### config.mk
export PLATFORM = sky130hd
export DESIGN_NAME = battery_charge_controller_top_flat
export DESIGN_NICKNAME = d
export VERILOG_FILES = /design/src/hdl/bcc_pkg.sv /design/src/hdl/bcc_in_if.sv /design/src/hdl/bcc_out_if.sv /design/src/hdl/bcc_cfg.sv /design/src/hdl/bcc_update.sv /design/src/hdl/battery_charge_controller_top.sv /design/src/flat_wrapper.sv
export SDC_FILE = /design/constraint.sdc
export NUM_CORES = 1
export LEC_CHECK = 0
export BUFFER_PORTS_ARGS = -buffer_cell sky130_fd_sc_hd__clkbuf_2
export CORE_MARGIN = 2
export CORE_UTILIZATION = 35
export CTS_CLUSTER_SIZE = 30
export DETAILED_ROUTE_END_ITERATION = 6
export GPL_ROUTABILITY_DRIVEN = 0
export SYNTH_ARGS = -nofsm -noshare
export SYNTH_HDL_FRONTEND = slang
export SYNTH_SLANG_ARGS = --single-unit
### constraint.sdc
create_clock -name i_clk -period 3.09 [get_ports i_clk]
set_clock_uncertainty 0.15 [all_clocks]
set_input_delay 0.618 -clock i_clk [delete_from_list [all_inputs] [get_ports i_clk]]
set_output_delay 0.618 -clock i_clk [all_outputs]
set_load 0.05 [all_outputs]
### src/hdl/bcc_pkg.sv
package bcc_pkg;

    // Configuration port geometry
    localparam int CFG_IDX_W  = 3;
    localparam int CFG_DATA_W = 8;

    // Register indexes on the configuration port
    typedef enum logic [CFG_IDX_W-1:0] {
        CFG_LOW_LEVEL         = 3'd0,
        CFG_NO_BATTERY_LEVEL  = 3'd1,
        CFG_FULL_LEVEL        = 3'd2,
        CFG_USER_CURRENT_CODE = 3'd3,
        CFG_TOPUP_LIMIT       = 3'd4,
        CFG_MIN_CURRENT_LIMIT = 3'd5
    } t_cfg_idx;

    // Request function codes
    typedef enum logic [1:0] {
        FUNC_CHECK  = 2'd0,
        FUNC_START  = 2'd1,
        FUNC_STOP   = 2'd2,
        FUNC_STATUS = 2'd3
    } t_func;

    // Reported charge status
    typedef enum logic [1:0] {
        STATUS_IDLE     = 2'd0,
        STATUS_CHARGING = 2'd1,
        STATUS_FULL     = 2'd2,
        STATUS_UNUSED   = 2'd3
    } t_status;

    // Register reset values
    localparam logic [7:0] RST_LOW_LEVEL         = 8'h44;
    localparam logic [7:0] RST_NO_BATTERY_LEVEL  = 8'h5d;
    localparam logic [7:0] RST_FULL_LEVEL        = 8'h75;
    localparam logic [3:0] RST_USER_CURRENT_CODE = 4'h3;
    localparam logic [4:0] RST_TOPUP_LIMIT       = 5'd20;
    localparam logic [2:0] RST_MIN_CURRENT_LIMIT = 3'd3;

    // Current codes: probe current is 50 mA, code 1 is the floor of the step-down
    localparam logic [2:0] PROBE_CURRENT_LOW = 3'b010;
    localparam logic [3:0] MIN_CURRENT_CODE  = 4'h1;

    typedef struct packed {
        logic [7:0] low_level;
        logic [7:0] no_battery_level;
        logic [7:0] full_level;
        logic [3:0] user_current_code;
        logic [4:0] topup_limit;
        logic [2:0] min_current_limit;
    } t_cfg;

    typedef struct packed {
        logic       charging;
        logic       full_flag;
        logic       current_loaded;
        logic [2:0] min_current_count;
        logic [4:0] topup_count;
        logic       unplugged;
        logic       enable_reg;
        logic [3:0] current_reg;
        logic       trickle_reg;
    } t_state;

    typedef struct packed {
        t_func      func;
        logic       usb_present;
        logic [7:0] battery_level;
        logic [7:0] settled_level;
        logic       supply_ok;
    } t_in_item;

    typedef struct packed {
        t_status    charge_status;
        logic       charge_enable;
        logic [3:0] current_code;
        logic       trickle_off;
    } t_out_item;

    // Stop action: drop enable, charging, loaded current and min-current count
    function automatic t_state halt_charge(input t_state s);
        t_state h;
        h                   = s;
        h.enable_reg        = 1'b0;
        h.charging          = 1'b0;
        h.current_loaded    = 1'b0;
        h.min_current_count = 3'd0;
        return h;
    endfunction

endpackage

### src/hdl/bcc_in_if.sv
interface bcc_in_if;
    import bcc_pkg::*;

    logic     valid;
    logic     ready;
    t_in_item data;

    modport source (output valid, output data, input ready);
    modport sink   (input valid, input data, output ready);
endinterface

### src/hdl/bcc_out_if.sv
interface bcc_out_if;
    import bcc_pkg::*;

    logic      valid;
    logic      ready;
    t_out_item data;

    modport source (output valid, output data, input ready);
    modport sink   (input valid, input data, output ready);
endinterface

### src/hdl/bcc_cfg.sv
module bcc_cfg (
    input  logic                             i_clk,
    input  logic                             i_rst_n,
    input  logic                             i_cfg_we,
    input  logic [bcc_pkg::CFG_IDX_W-1:0]    i_cfg_idx,
    input  logic [bcc_pkg::CFG_DATA_W-1:0]   i_cfg_data,
    output bcc_pkg::t_cfg                    o_cfg
);
    import bcc_pkg::*;

    t_cfg r_cfg;

    // Load reset values, then take writes by index; unknown indexes drop
    always_ff @(posedge i_clk) begin
        if (!i_rst_n) begin
            r_cfg.low_level         <= RST_LOW_LEVEL;
            r_cfg.no_battery_level  <= RST_NO_BATTERY_LEVEL;
            r_cfg.full_level        <= RST_FULL_LEVEL;
            r_cfg.user_current_code <= RST_USER_CURRENT_CODE;
            r_cfg.topup_limit       <= RST_TOPUP_LIMIT;
            r_cfg.min_current_limit <= RST_MIN_CURRENT_LIMIT;
        end else if (i_cfg_we) begin
            case (i_cfg_idx)
                CFG_LOW_LEVEL:         r_cfg.low_level         <= i_cfg_data;
                CFG_NO_BATTERY_LEVEL:  r_cfg.no_battery_level  <= i_cfg_data;
                CFG_FULL_LEVEL:        r_cfg.full_level        <= i_cfg_data;
                CFG_USER_CURRENT_CODE: r_cfg.user_current_code <= i_cfg_data[3:0];
                CFG_TOPUP_LIMIT:       r_cfg.topup_limit       <= i_cfg_data[4:0];
                CFG_MIN_CURRENT_LIMIT: r_cfg.min_current_limit <= i_cfg_data[2:0];
                default: ;
            endcase
        end
    end

    assign o_cfg = r_cfg;

endmodule

### src/hdl/bcc_update.sv
module bcc_update (
    input  bcc_pkg::t_state    i_state,
    input  bcc_pkg::t_cfg      i_cfg,
    input  bcc_pkg::t_in_item  i_item,
    output bcc_pkg::t_state    o_state,
    output bcc_pkg::t_out_item o_result
);
    import bcc_pkg::*;

    t_state     n_state;
    logic [3:0] min_next;

    assign min_next = {1'b0, i_state.min_current_count} + 4'd1;

    // Work out the state after one request
    always_comb begin
        n_state = i_state;
        case (i_item.func)
            FUNC_CHECK: begin
                if (!i_item.usb_present) begin
                    // first absent tick stops, later ones only hold
                    if (!i_state.unplugged) n_state = halt_charge(i_state);
                    n_state.unplugged = 1'b1;
                end else if (!i_state.charging) begin
                    n_state           = halt_charge(i_state);
                    n_state.unplugged = 1'b0;
                end else if (i_item.battery_level < i_cfg.low_level) begin
                    // probe a deeply discharged battery at low current
                    n_state.unplugged   = 1'b0;
                    n_state.current_reg = {i_state.current_reg[3], PROBE_CURRENT_LOW};
                    n_state.trickle_reg = 1'b1;
                    n_state.enable_reg  = 1'b1;
                    if (i_item.settled_level >= i_cfg.no_battery_level)
                        n_state = halt_charge(n_state);
                end else if (!i_state.current_loaded) begin
                    n_state.unplugged = 1'b0;
                    if (i_item.battery_level < i_cfg.full_level) begin
                        n_state.trickle_reg    = 1'b1;
                        n_state.enable_reg     = 1'b1;
                        n_state.current_reg    = i_cfg.user_current_code;
                        n_state.current_loaded = 1'b1;
                    end else begin
                        n_state           = halt_charge(n_state);
                        n_state.full_flag = 1'b1;
                    end
                end else begin
                    n_state.unplugged = 1'b0;
                    if (!i_item.supply_ok && (i_state.current_reg <= MIN_CURRENT_CODE) &&
                        (min_next > {1'b0, i_cfg.min_current_limit})) begin
                        // weak supply at minimum current for too long
                        n_state           = halt_charge(n_state);
                        n_state.full_flag = 1'b1;
                    end else begin
                        // step the current down on a weak supply
                        if (!i_item.supply_ok) begin
                            if (i_state.current_reg > MIN_CURRENT_CODE) begin
                                n_state.min_current_count = 3'd0;
                                n_state.current_reg       = i_state.current_reg - 4'd1;
                            end else begin
                                n_state.min_current_count = min_next[2:0];
                            end
                        end
                        // top up above the full level, then confirm on the settled read
                        if (i_item.battery_level > i_cfg.full_level) begin
                            if (i_state.topup_count < i_cfg.topup_limit) begin
                                n_state.topup_count = i_state.topup_count + 5'd1;
                            end else if (i_item.settled_level > i_cfg.full_level) begin
                                n_state           = halt_charge(n_state);
                                n_state.full_flag = 1'b1;
                            end else begin
                                n_state.enable_reg  = 1'b1;
                                n_state.topup_count = 5'd0;
                            end
                        end
                    end
                end
            end
            FUNC_START:  n_state.charging = 1'b1;
            FUNC_STOP:   n_state.charging = 1'b0;
            default: ;
        endcase
    end

    // Report status and charger drive after the update
    always_comb begin
        if (n_state.charging)       o_result.charge_status = STATUS_CHARGING;
        else if (n_state.full_flag) o_result.charge_status = STATUS_FULL;
        else                        o_result.charge_status = STATUS_IDLE;
        o_result.charge_enable = n_state.enable_reg;
        o_result.current_code  = n_state.current_reg;
        o_result.trickle_off   = n_state.trickle_reg;
    end

    assign o_state = n_state;

endmodule

### src/hdl/battery_charge_controller_top.sv
// Battery charge sequencer: every request (check tick, start, stop or status
// query) returns exactly one result with the charge status and the charger
// drive as they stand after that request. A request is held in the input
// register and its result is captured in the output register when it moves
// on; a new request is taken every cycle while results are taken, set by
// the combinational state update between the two registers, and the input
// keeps accepting while a result waits as long as the input register can
// move on. The user writes thresholds and limits through the configuration
// port only while no request is in flight; the block does not enforce this.
module battery_charge_controller_top (
    input  logic                           i_clk,
    input  logic                           i_rst_n,
    input  logic                           i_cfg_we,
    input  logic [bcc_pkg::CFG_IDX_W-1:0]  i_cfg_idx,
    input  logic [bcc_pkg::CFG_DATA_W-1:0] i_cfg_data,
    bcc_in_if.sink                         i_req,
    bcc_out_if.source                      o_rsp
);
    import bcc_pkg::*;

    t_cfg      cfg;
    t_state    r_state;
    t_state    n_state;
    t_out_item n_result;
    logic      r_in_valid;
    t_in_item  r_in_item;
    logic      r_out_valid;
    t_out_item r_out_item;
    logic      advance;

    bcc_cfg u_cfg (
        .i_clk      (i_clk),
        .i_rst_n    (i_rst_n),
        .i_cfg_we   (i_cfg_we),
        .i_cfg_idx  (i_cfg_idx),
        .i_cfg_data (i_cfg_data),
        .o_cfg      (cfg)
    );

    bcc_update u_update (
        .i_state  (r_state),
        .i_cfg    (cfg),
        .i_item   (r_in_item),
        .o_state  (n_state),
        .o_result (n_result)
    );

    // Move a request forward when the result register is free or being taken
    assign advance     = r_in_valid && (!r_out_valid || o_rsp.ready);
    assign i_req.ready = !r_in_valid || advance;

    // Input register
    always_ff @(posedge i_clk) begin
        if (!i_rst_n) begin
            r_in_valid <= 1'b0;
        end else if (i_req.ready) begin
            r_in_valid <= i_req.valid;
        end
    end

    always_ff @(posedge i_clk) begin
        if (i_req.valid && i_req.ready) r_in_item <= i_req.data;
    end

    // Sequencer state advances once per request
    always_ff @(posedge i_clk) begin
        if (!i_rst_n) begin
            r_state <= '0;
        end else if (advance) begin
            r_state <= n_state;
        end
    end

    // Result register
    always_ff @(posedge i_clk) begin
        if (!i_rst_n) begin
            r_out_valid <= 1'b0;
        end else if (advance) begin
            r_out_valid <= 1'b1;
        end else if (o_rsp.ready) begin
            r_out_valid <= 1'b0;
        end
    end

    always_ff @(posedge i_clk) begin
        if (advance) r_out_item <= n_result;
    end

    assign o_rsp.valid = r_out_valid;
    assign o_rsp.data  = r_out_item;

endmodule

### src/flat_wrapper.sv
// flat-port wrapper written by rule: the top's interface ports become plain ports
module battery_charge_controller_top_flat import bcc_pkg::*;
  (i_clk, i_rst_n, i_cfg_we, i_cfg_idx, i_cfg_data, i_req_valid, i_req_data, i_req_ready, o_rsp_valid, o_rsp_data, o_rsp_ready);
  bcc_in_if i_req_i ();
  bcc_out_if o_rsp_i ();
  input  logic i_clk;
  input  logic i_rst_n;
  input  logic i_cfg_we;
  input  logic [bcc_pkg::CFG_IDX_W-1:0] i_cfg_idx;
  input  logic [bcc_pkg::CFG_DATA_W-1:0] i_cfg_data;
  input wire logic [$bits(i_req_i.valid)-1:0] i_req_valid;
  input wire logic [$bits(i_req_i.data)-1:0] i_req_data;
  output wire logic [$bits(i_req_i.ready)-1:0] i_req_ready;
  output wire logic [$bits(o_rsp_i.valid)-1:0] o_rsp_valid;
  output wire logic [$bits(o_rsp_i.data)-1:0] o_rsp_data;
  input wire logic [$bits(o_rsp_i.ready)-1:0] o_rsp_ready;
  assign i_req_i.valid = i_req_valid;
  assign i_req_i.data = i_req_data;
  assign i_req_ready = i_req_i.ready;
  assign o_rsp_valid = o_rsp_i.valid;
  assign o_rsp_data = o_rsp_i.data;
  assign o_rsp_i.ready = o_rsp_ready;
  battery_charge_controller_top u_core (.i_clk(i_clk), .i_rst_n(i_rst_n), .i_cfg_we(i_cfg_we), .i_cfg_idx(i_cfg_idx), .i_cfg_data(i_cfg_data), .i_req(i_req_i), .o_rsp(o_rsp_i));
endmodule
==> results by group, run 1 <==
Run status
  – Status: completed

Worst setup path
  – Setup CP Type: flop to flop
  – Most used cell, CP: nor3_1
  – WP buf/inv: 0
  – CP max stage cell: nor3_1
  – Top delay family on crit path: simple AND/OR/NAND/NOR gates
  – Worst Setup End Kind: flop
  – CP peak stage delay: 0.50 ns
  – Worst path cell trace: ha_1, nor2b_1, o211ai_1, a21oi_1, nor3_1, nor3_1, nand2_1, nand3b_1, a31o_2
  – CP startpoint kind: flop
  – CP max FO: 5
  – Worst path required time: slightly above 3 ns
  – Worst path arrival time: around 2.8 ns

Pwr
  – Sw Ratio: between 20% and 30%
  – P_leak: ~2.2 nW
  – Seq pwr share: around 45%
  – Pwr dens: approximately 520 nW/um^2
  – Combinational power share: under 10%
  – Clock power share: a little under half
  – Switching pwr: slightly above 600 uW
  – Maximum VDD drop: around 0.25 mV
  – Cell Int Power: between 2 and 2.5 mW

Logic synthesis
  – Number of flops mapped to enable cells by yosys: 28
  – Top-count cell post-synth: nand2_1
  – Synth top area cells: dfxtp_1, edfxtp_1, ha_1
  – Syn Std Cell Area: ~4400 um^2
  – Post-synth cell types: 52
  – Synth area leader: dfxtp_1
  – YS warnings: 0
  – Synth cell count leaders: nand2_1, dfxtp_1, ha_1, inv_1, edfxtp_1
  – Fraction of registers with async set/reset: 0%
  – Synth top area share: roughly a quarter
  – Synth Flop Type: dfxtp_1
  – Yosys reg bits: 84
  – Syn_area_per_cell: around 9.5 um^2
  – Cells after synthesis: approximately 460
  – Register area share after synthesis: between 40% and 50%
  – Syn nets: 541

GRT
  – Antenna violations before repair: 0
  – Tot GR Track Use: ~17%
  – Gr ovfl total: 0
  – Vias in the first global route: about 3,600
  – Largest net degree at the start of global routing: 51
  – First-pass GRT wire length: between 15,000 and 20,000 um

Clock tree
  – TritonCTS clock tree: yes
  – Worst skew pair latency: around 0.35 ns
  – Reg clk slew, reported paths: approximately 0.06 ns
  – H-tree depth: 3
  – TritonCTS buffer count: 9
  – Num Clock Sinks: 84
  – Hold-fix buffers at CTS: 0
  – Max clock buf depth: 2
  – Postcts setup bufs: 0
  – Root buf cell: clkbuf_16
  – Post-cts gate resize count: 0

Cells and area
  – Area grow syn2layout: 18.3%
  – Antenna Cells: 0
  – Share of layout cells above drive strength 1: 16.3%
  – Fillers: roughly 1,200
  – Final net count: 593
  – Post-route cell area: ~5200 um^2

Run
  – Max-Cap Viols: 0

Route
  – Initial DRT Pass Iterations: 4
  – Vias per inst: between 5 and 6
  – DRT iter0 DRCs: between 200 and 250
  – ANT nets after route: 0
  – DRC: 0
  – WL final: slightly above 10,000 um
  – Vias: 3,482
  – DR WL/cell: 14.8 um

Worst hold path
  – Hold Path Class: primary input to flop

STA
  – Relative slew slack: 35.6%
  – Hold Violations, Final: 0
  – Fmax: roughly 360 MHz
  – RSZ-0062 raised after global routing: no
  – Setup_tns: 0 ns
  – Max Slew Vio Count: 0
  – Worst-Margin Slew: a little under 1 ns
  – Final critical-path share of the clock period: approximately 90%
  – Final Setup Violations: 0
  – Final min period: about 2.8 ns

Placement
  – Dpl cell area: 4840 um^2
  – Hpwl dp: around 7600 um
  – IO buf count: 45

Floorplanning
  – Site Rows: 40
  – # IOs: 46
  – Core area: roughly 12,000 um^2
  – Initial Util: between 30% and 40%
  – Full die area: ~13,000 um^2
  – Die width: around 120 um
  – Vert. Die Dim: 116 um
[through the flow]
stage	cells	worst slack (ns)	total power [mW]	utilization [%]	hold slack (ns)
global placement	672	0.402	1.48	39.9	0.297
floorplan	463	0.560	1.39	-	0.285
finish	688	0.282	2.71	42.8	0.295
CTS	688	0.291	2.74	42.8	0.283
global route	688	0.0148	2.82	42.8	0.281
detailed placement	672	0.304	1.49	39.9	0.305
[area by class of cell]
class                           instances  area (um^2)  area share, %
Clock buffer                           10          239           4.61
Clock inverter                          6          111           2.15
Inverter                               37          139           2.68
Multi-Input combinational cell        330         2240           43.2
Sequential cell                        84         1960           37.8
Tap cell                              168          210           4.05
Timing Repair Buffer                   53          285           5.50
[path summary, 6_finish.rpt]
path,start,to,slack (ns),cells after the start
setup / recovery,u_core.r_in_item[10]$_DFFE_PP_,u_core.o_rsp.data[7]$_SDFFCE_PP0P_,0.28,9
hold / removal,i_req_data[5],u_core.r_in_item[5]$_DFFE_PP_,0.29,1
setup reg to reg,u_core.r_in_item[10]$_DFFE_PP_,u_core.o_rsp.data[7]$_SDFFCE_PP0P_,0.28,9
hold reg to reg,u_core.r_state[0]$_SDFFE_PN0P_,u_core.r_state[0]$_SDFFE_PN0P_,0.32,1
[state kept, by name, summed over array words and instances, names as in the netlist]
register / cells
u_core.u_cfg.o_cfg: 36
u_core.r_in_valid: 1
u_core.o_rsp.data: 8
u_core.r_in_item: 20
u_core.r_state: 18
u_core.o_rsp.valid: 1
[logic make-up after synthesis]
family / count (synthesis) / synth area share (%)
compound gates: 107 / 17.2
mux: 12 / 2.74
flops: 84 / 44.7
simple gates: 167 / 18.7
fa+ha+maj: 42 / 12.0
xor+xnor: 2 / 0.400
buf+inv: 49 / 4.19
[metal layers]
layer / part of all wire, % / routed length (um) / vias up / GRT usage [%]
li1: - / - / 1755 / -
met1: 46 / 4700 / 1638 / 21.7
met2: 47 / 4780 / 71 / 27.0
met3: 4.7 / 485 / 18 / 3.03
met4: 2.4 / 246 / 0 / 8.25
met5: 0 / 0 / - / 0
[cell usage in the layout (no fill, tap or decap), types with 2 or more instances in the layout]
master and count:
buf_4 8, mux2i_1 12, o211ai_1 14, nor2_1 23, a32oi_1 2, ha_1 42
a21o_1 3, o211a_1 3, o22ai_1 3, dfxtp_1 56, nand2_1 70, nand3b_1 3
nand3_1 13, nor3b_1 2, o21ai_0 12, nand2b_1 7, a22o_1 2, bufinv_16 3
clkbuf_16 9, or3_1 2, o21bai_1 3, nand4b_1 2, edfxtp_1 28, a21boi_0 18
a31oi_1 4, inv_1 37, nor3_1 12, o221a_2 2, a211oi_1 3, a31o_2 2
nand4_1 6, nor2b_1 14, clkbuf_2 45, a21oi_1 18, a21o_2 2, o21a_1 7
and2_1 4, o31ai_1 3
[power by group through the flow]
stage | clock network, mW | logic [mW] | registers, mW
after floorplan | 0 | 0.149 | 1.24
after global placement | 0 | 0.248 | 1.23
after detailed placement | 0 | 0.254 | 1.23
after CTS | 1.28 | 0.256 | 1.21
after global routing | 1.32 | 0.288 | 1.21
final | 1.25 | 0.254 | 1.21
No activity file was read; power rests on OpenSTA's default activity.
==> run 2, diff against run 1 <==
--- a/config.mk
+++ b/config.mk
@@ -5,9 +5,11 @@
 export SDC_FILE = /design/constraint.sdc
 export NUM_CORES = 1
 export LEC_CHECK = 0
-export BUFFER_PORTS_ARGS = -buffer_cell sky130_fd_sc_hd__clkbuf_2
+export ABC_AREA = 1
+export BUFFER_PORTS_ARGS = -buffer_cell sky130_fd_sc_hd__buf_4
 export CORE_MARGIN = 2
 export CORE_UTILIZATION = 35
+export CTS_BUF_LIST = sky130_fd_sc_hd__clkbuf_4 sky130_fd_sc_hd__clkbuf_8 sky130_fd_sc_hd__clkbuf_16
 export CTS_CLUSTER_SIZE = 30
 export DETAILED_ROUTE_END_ITERATION = 6
 export GPL_ROUTABILITY_DRIVEN = 0
==> results by group, run 2 <==
Clock tree
  – Worst skew pair latency: 0.34 ns
  – Reg clk slew, reported paths: 0.07 ns
  – Num Clock Sinks: 84
  – Max clock buf depth: 2
  – Root buf cell: clkbuf_16
  – TritonCTS clock tree: yes
  – H-tree depth: 3
  – Postcts setup bufs: 0
  – Hold-fix buffers at CTS: 0
  – Post-cts gate resize count: 0
  – TritonCTS buffer count: 9

Logic synthesis
  – Synth top area cells: dfxtp_1, edfxtp_1, ha_1
  – Synth top area share: between 20 and 30%
  – Register area share after synthesis: 44.1%
  – Fraction of registers with async set/reset: 0%
  – Number of flops mapped to enable cells by yosys: 28
  – Syn Std Cell Area: between 4000 and 5000 um^2
  – Cells after synthesis: ~540
  – Syn_area_per_cell: just over 8 um^2
  – Synth area leader: dfxtp_1
  – Yosys reg bits: 84
  – Synth cell count leaders: nand2_1, inv_1, dfxtp_1, nor2_1, a21oi_1
  – Syn nets: approximately 620
  – YS warnings: 0
  – Top-count cell post-synth: nand2_1
  – Synth Flop Type: dfxtp_1
  – Post-synth cell types: 38

Worst setup path
  – Worst Setup End Kind: flop
  – Top delay family on crit path: simple AND/OR/NAND/NOR gates
  – WP buf/inv: 1
  – Worst path arrival time: 2.26 ns
  – Worst path required time: roughly 3 ns
  – R2r worst-path depth: 15
  – CP peak stage delay: between 0.4 and 0.5 ns
  – CP max FO: 6
  – CP startpoint kind: flop
  – Crit path depth: 15
  – Setup CP Type: flop to flop
  – CP max stage cell: dfxtp_1
  – Worst path cell trace: ha_1, xor2_1, ha_1, nand2_1, o21bai_1, nand3_1, nand2_1, inv_2, nand2_2, nand2_2, nand2_1, nand2_1, nand2_2, nand2_2, nor2_2

Cells and area
  – Most frequent cells in the layout: nand2_1, inv_1, dfxtp_1, nor2_1, buf_4
  – Fillers: 1,264
  – Antenna Cells: 0
  – Final net count: around 670
  – Share of layout cells above drive strength 1: roughly 17%
  – Area grow syn2layout: 19.1%
  – Max reg flops: 36
  – Layout Cells excl Fill: between 700 and 800
  – Finished Core Util: 42.3%
  – Most common cell after layout, fill and taps aside: nand2_1

Floorplanning
  – Full die area: about 14,000 um^2
  – # IOs: 46
  – Initial Util: 35.5%
  – Site Rows: between 40 and 50
  – Die width: roughly 120 um
  – Vert. Die Dim: about 120 um
  – Core area: 12,500 um^2

STA
  – Fmax: ~430 MHz
  – Relative slew slack: 65.8%
  – Max Slew Vio Count: 0
  – RSZ-0062 raised after global routing: no
  – Final critical-path share of the clock period: about three quarters
  – Final Setup Violations: 0
  – Worst-Margin Slew: just over 0.5 ns
  – Hold Violations, Final: 0
  – Final min period: between 2 and 2.5 ns
  – Setup_tns: 0 ns

Worst hold path
  – Hold Path Stages: 1
  – Hold Path Class: primary input to flop

GRT
  – Largest net degree at the start of global routing: 43
  – Vias in the first global route: about 3,500
  – Antenna violations before repair: 0
  – First-pass GRT wire length: between 15,000 and 20,000 um
  – Tot GR Track Use: around 16%
  – Gr ovfl total: 0

Route
  – Vias: approximately 3,600
  – Initial DRT Pass Iterations: 4
  – DR WL/cell: between 10 and 15 um
  – DRC: 0
  – DRT iter0 DRCs: approximately 210
  – ANT nets after route: 0
  – Vias per inst: 4.69
  – WL final: 9870 um

Placement
  – Placed Cells: about 760
  – IO buf count: 45
  – Hpwl dp: ~7500 um

Run
  – Max-Cap Viols: 0

Pwr
  – P_leak: 2.43 nW
  – Pwr dens: between 400 and 500 nW/um^2
  – Maximum VDD drop: about 0.27 mV

Run status
  – Status: completed
-- run 2: cell types whose count changed in the layout (fill, tap and decap cells not counted), sizes merged, moves of 20 or more --
cell    previous run  this run
a21oi             18        47
buf                8        48
clkbuf            55        10
inv               37        91
nand2             70       118
nor2              24        61
o21ai             13        33
-- run 2: power by group --
group | internal, mW | switching [mW] | total (mW)
combinational | 0.121 | 0.201 | 0.321
sequential | 1.19 | 0.0266 | 1.22
clock | 0.598 | 0.457 | 1.06
-- run 2: kinds of logic (layout without fill, tap and decap cells) --
logic type / after synthesis / in the layout / share of synthesized area, %
xor+xnor: 2 / 2 / 0.394
flops: 84 / 84 / 44.1
buf+inv: 97 / 155 / 8.19
compound gates: 108 / 108 / 14.5
simple gates: 210 / 210 / 20.9
fa+ha+maj: 42 / 42 / 11.8
-- run 2: metal layers --
layer  track usage, %  wire length (um)  share of wire [%]
met5                0                 0                  0
met4             4.86               116                1.2
met3             3.01               452                4.6
met2             26.0              4670                 47
met1             20.9              4630                 47
-- run 2: final cells by class --
cell class	instances	area (um^2)	area share (%)
multi-input cells	362	2120	40.0
flip-flops and latches	84	1960	37.1
inverters	91	342	6.45
clock buffers	10	250	4.73
repair buffers	48	360	6.81
well taps	172	215	4.07
clock inverters	6	45.0	0.851
-- run 2: worst paths after layout --
path,from,endpoint,slack [ns]
worst max-delay path,u_core.r_state[12]$_SDFFE_PN0P_,u_core.o_rsp.data[7]$_SDFFCE_PP0P_,0.79
worst min-delay path,i_req_data[15],u_core.r_in_item[15]$_DFFE_PP_,0.30
worst max register to register,u_core.r_state[12]$_SDFFE_PN0P_,u_core.o_rsp.data[7]$_SDFFCE_PP0P_,0.79
worst min register to register,u_core.u_cfg.o_cfg[32]$_SDFFE_PN0P_,u_core.u_cfg.o_cfg[32]$_SDFFE_PN0P_,0.31
-- run 2: through the flow --
step	setup slack (ns)	total power [mW]	cell area (um^2)	hold slack (ns)
after detailed placement	0.786	1.56	5000	0.303
after global routing	0.611	2.71	5290	0.288
after floorplan	0.947	1.45	4440	0.279
after CTS	0.778	2.63	5290	0.287
final	0.788	2.59	5290	0.296
after global placement	0.837	1.55	5000	0.295
-- run 2: worst register-to-register path: stages, from the launching register on --
cell	delay, ns
dfxtp_1	0.41
ha_1	0.19
xor2_1	0.22
ha_1	0.29
nand2_1	0.08
o21bai_1	0.07
nand3_1	0.11
nand2_1	0.08
inv_2	0.05
nand2_2	0.07
nand2_2	0.07
nand2_1	0.05
nand2_1	0.07
nand2_2	0.06
nand2_2	0.07
nor2_2	0.03
==> run 3, diff against run 2 <==
--- a/config.mk
+++ b/config.mk
@@ -5,7 +5,7 @@
 export SDC_FILE = /design/constraint.sdc
 export NUM_CORES = 1
 export LEC_CHECK = 0
-export ABC_AREA = 1
+export ABC_AREA = 0
 export BUFFER_PORTS_ARGS = -buffer_cell sky130_fd_sc_hd__buf_4
 export CORE_MARGIN = 2
 export CORE_UTILIZATION = 35
==> constraint.sdc (replaced) <==
create_clock -name i_clk -period 2 [get_ports i_clk]
set_clock_uncertainty 0.15 [all_clocks]
set_input_delay 0.4 -clock i_clk [delete_from_list [all_inputs] [get_ports i_clk]]
set_output_delay 0.4 -clock i_clk [all_outputs]
set_load 0.05 [all_outputs]
==> results by group, run 3 (synthesized netlist as in run 1, its figures left out) <==
Route
  – Metal3 WL: 488 um
  – Vias per inst: between 4 and 5
  – ANT nets after route: 0
  – DRT iter0 DRCs: 157
  – WL met1: roughly 5300 um
  – WL met2: roughly 5700 um
  – WL final: between 10,000 and 15,000 um
  – DR top layer: met4
  – Initial DRT Pass Iterations: 4
  – DR WL/cell: 15.3 um
  – Vias: about 3,900
  – DRC: 0

GRT
  – Gr ovfl total: 0
  – Tot GR Track Use: about 18%
  – Vias in the first global route: 3,975
  – First-pass GRT wire length: ~19,000 um
  – Largest net degree at the start of global routing: 36
  – Antenna violations before repair: 0

Cells and area
  – Fillers: approximately 1,100
  – Final net count: 679
  – Most frequent cells in the layout: buf_4, nand2_1, dfxtp_1, inv_1, ha_1
  – Post-route cell area: 6310 um^2
  – Antenna Cells: 0
  – Share of layout cells above drive strength 1: approximately 37%
  – Max reg flops: 36
  – Most common cell after layout, fill and taps aside: buf_4
  – Area grow syn2layout: 43.9%

Worst setup path
  – Worst Setup End Kind: flop
  – Worst path arrival time: 2.75 ns
  – Reg2reg start: u_core.r_in_item[10]$_DFFE_PP_
  – CP startpoint kind: flop
  – Setup CP Type: flop to flop
  – CP startpoint: u_core.r_in_item[10]$_DFFE_PP_
  – CP max FO: 5
  – Worst path required time: 2.14 ns

Floorplanning
  – Die width: between 100 and 150 um
  – Initial Util: about 36%
  – Core area: between 10,000 and 15,000 um^2
  – Vert. Die Dim: between 100 and 150 um
  – Site Rows: 40
  – Full die area: 13,400 um^2
  – # IOs: 46

Clock tree
  – TritonCTS buffer count: 9
  – Reg clk slew, reported paths: approximately 0.070 ns
  – Hold-fix buffers at CTS: 0
  – Root buf cell: clkbuf_16
  – H-tree depth: 3
  – Max clock buf depth: 2
  – TritonCTS clock tree: yes
  – Num Clock Sinks: between 80 and 90
  – Worst skew pair latency: between 0.3 and 0.4 ns

Worst hold path
  – Hold Path Class: primary input to flop
  – Critical hold path startpoint: i_req_data[15]

STA
  – Setup ws final: -0.611 ns
  – Final min period: approximately 2.6 ns
  – Worst-Margin Slew: ~0.5 ns
  – Final critical-path share of the clock period: 131%
  – RSZ-0062 raised after global routing: yes
  – Relative slew slack: 65.7%
  – Fmax: approximately 380 MHz
  – Max Slew Vio Count: 0
  – Hold Violations, Final: 0
  – Final Setup Violations: 25

Run status
  – Violated checks: setup timing
  – Status: complete, but fails checks

Placement
  – Dpl cell area: 5590 um^2
  – IO buf count: 45
  – Placement Setup Slack: -0.554 ns
  – Hpwl dp: approximately 8500 um

Pwr
  – Maximum VDD drop: between 0.3 and 0.4 mV
  – P_leak: between 2 and 3 nW
  – Power after layout: about 4.1 mW
  – Pwr dens: 656 nW/um^2

Run
  – Max-Cap Viols: 0
[run 3: changes by cell type in the layout (fill, tap and decap cells not counted), sizes merged, moves of 7 or more]
| cell | before | now |
|---|---|---|
| o21ai | 33 | 13 |
| nand2b | 0 | 7 |
| inv | 91 | 41 |
| buf | 48 | 139 |
| nand2 | 118 | 70 |
| nor2b | 0 | 14 |
| mux2i | 0 | 12 |
| nor3 | 1 | 12 |
| nor2 | 61 | 24 |
| a21boi | 1 | 19 |
| a21oi | 47 | 18 |
| nand3 | 26 | 13 |
[run 3: through the flow]
step                util, %  setup TNS (ns)  hold slack, ns  cells
floorplan                 -           -4.35           0.285    463
global placement       46.2           -9.92           0.293    745
detailed placement     46.2          -10.43           0.311    745
CTS                    50.5          -10.48          0.0696    768
global route           52.1          -14.34          0.0714    774
finish                 52.1          -11.88          0.0757    774
[run 3: path summary, 6_finish.rpt]
path | end | slack (ns) | cells after the start
worst min register to register | u_core.r_state[0]$_SDFFE_PN0P_ | 0.31 | 1
worst max register to register | u_core.r_state[10]$_SDFFE_PN0P_ | -0.61 | 11
worst max-delay path | u_core.r_state[10]$_SDFFE_PN0P_ | -0.61 | 11
worst min-delay path | u_core.r_in_item[15]$_DFFE_PP_ | 0.08 | 1
[run 3: area by class of cell]
cell class	count	area (um^2)	share of cell area [%]
repair buffers	139	1110	17.5
well taps	168	210	3.33
flip-flops and latches	84	1970	31.1
clock inverters	6	42.5	0.674
clock buffers	10	250	3.96
multi-input cells	330	2600	41.2
inverters	37	139	2.20
[run 3: metal layers]
layer / vias up / global-route usage [%]
li1: 1930 / -
met1: 1823 / 22.1
met2: 77 / 31.0
met3: 30 / 2.77
met4: 0 / 9.68
met5: - / 0
[run 3: critical path, stage by stage, from the launching register on]
cell and delay [ns]:
edfxtp_1 0.45, buf_6 0.15, ha_4 0.25, nand2_2 0.05, o21ai_2 0.13, buf_4 0.13, a41oi_4 0.11, nor2_4 0.22
nand2_2 0.09, or4_4 0.47, nor3_2 0.20, o21a_1 0.15
[run 3: timing repair]
action	in CTS	in global routing
setup buffers	8	6
pin swaps	21	13
gates resized for setup	36	33
endpoints found under the setup margin	25	25
[run 3: power breakdown]
group | switching, mW | internal, mW
clock | 0.730 | 0.927
sequential | 0.0356 | 1.83
combinational | 0.321 | 0.303
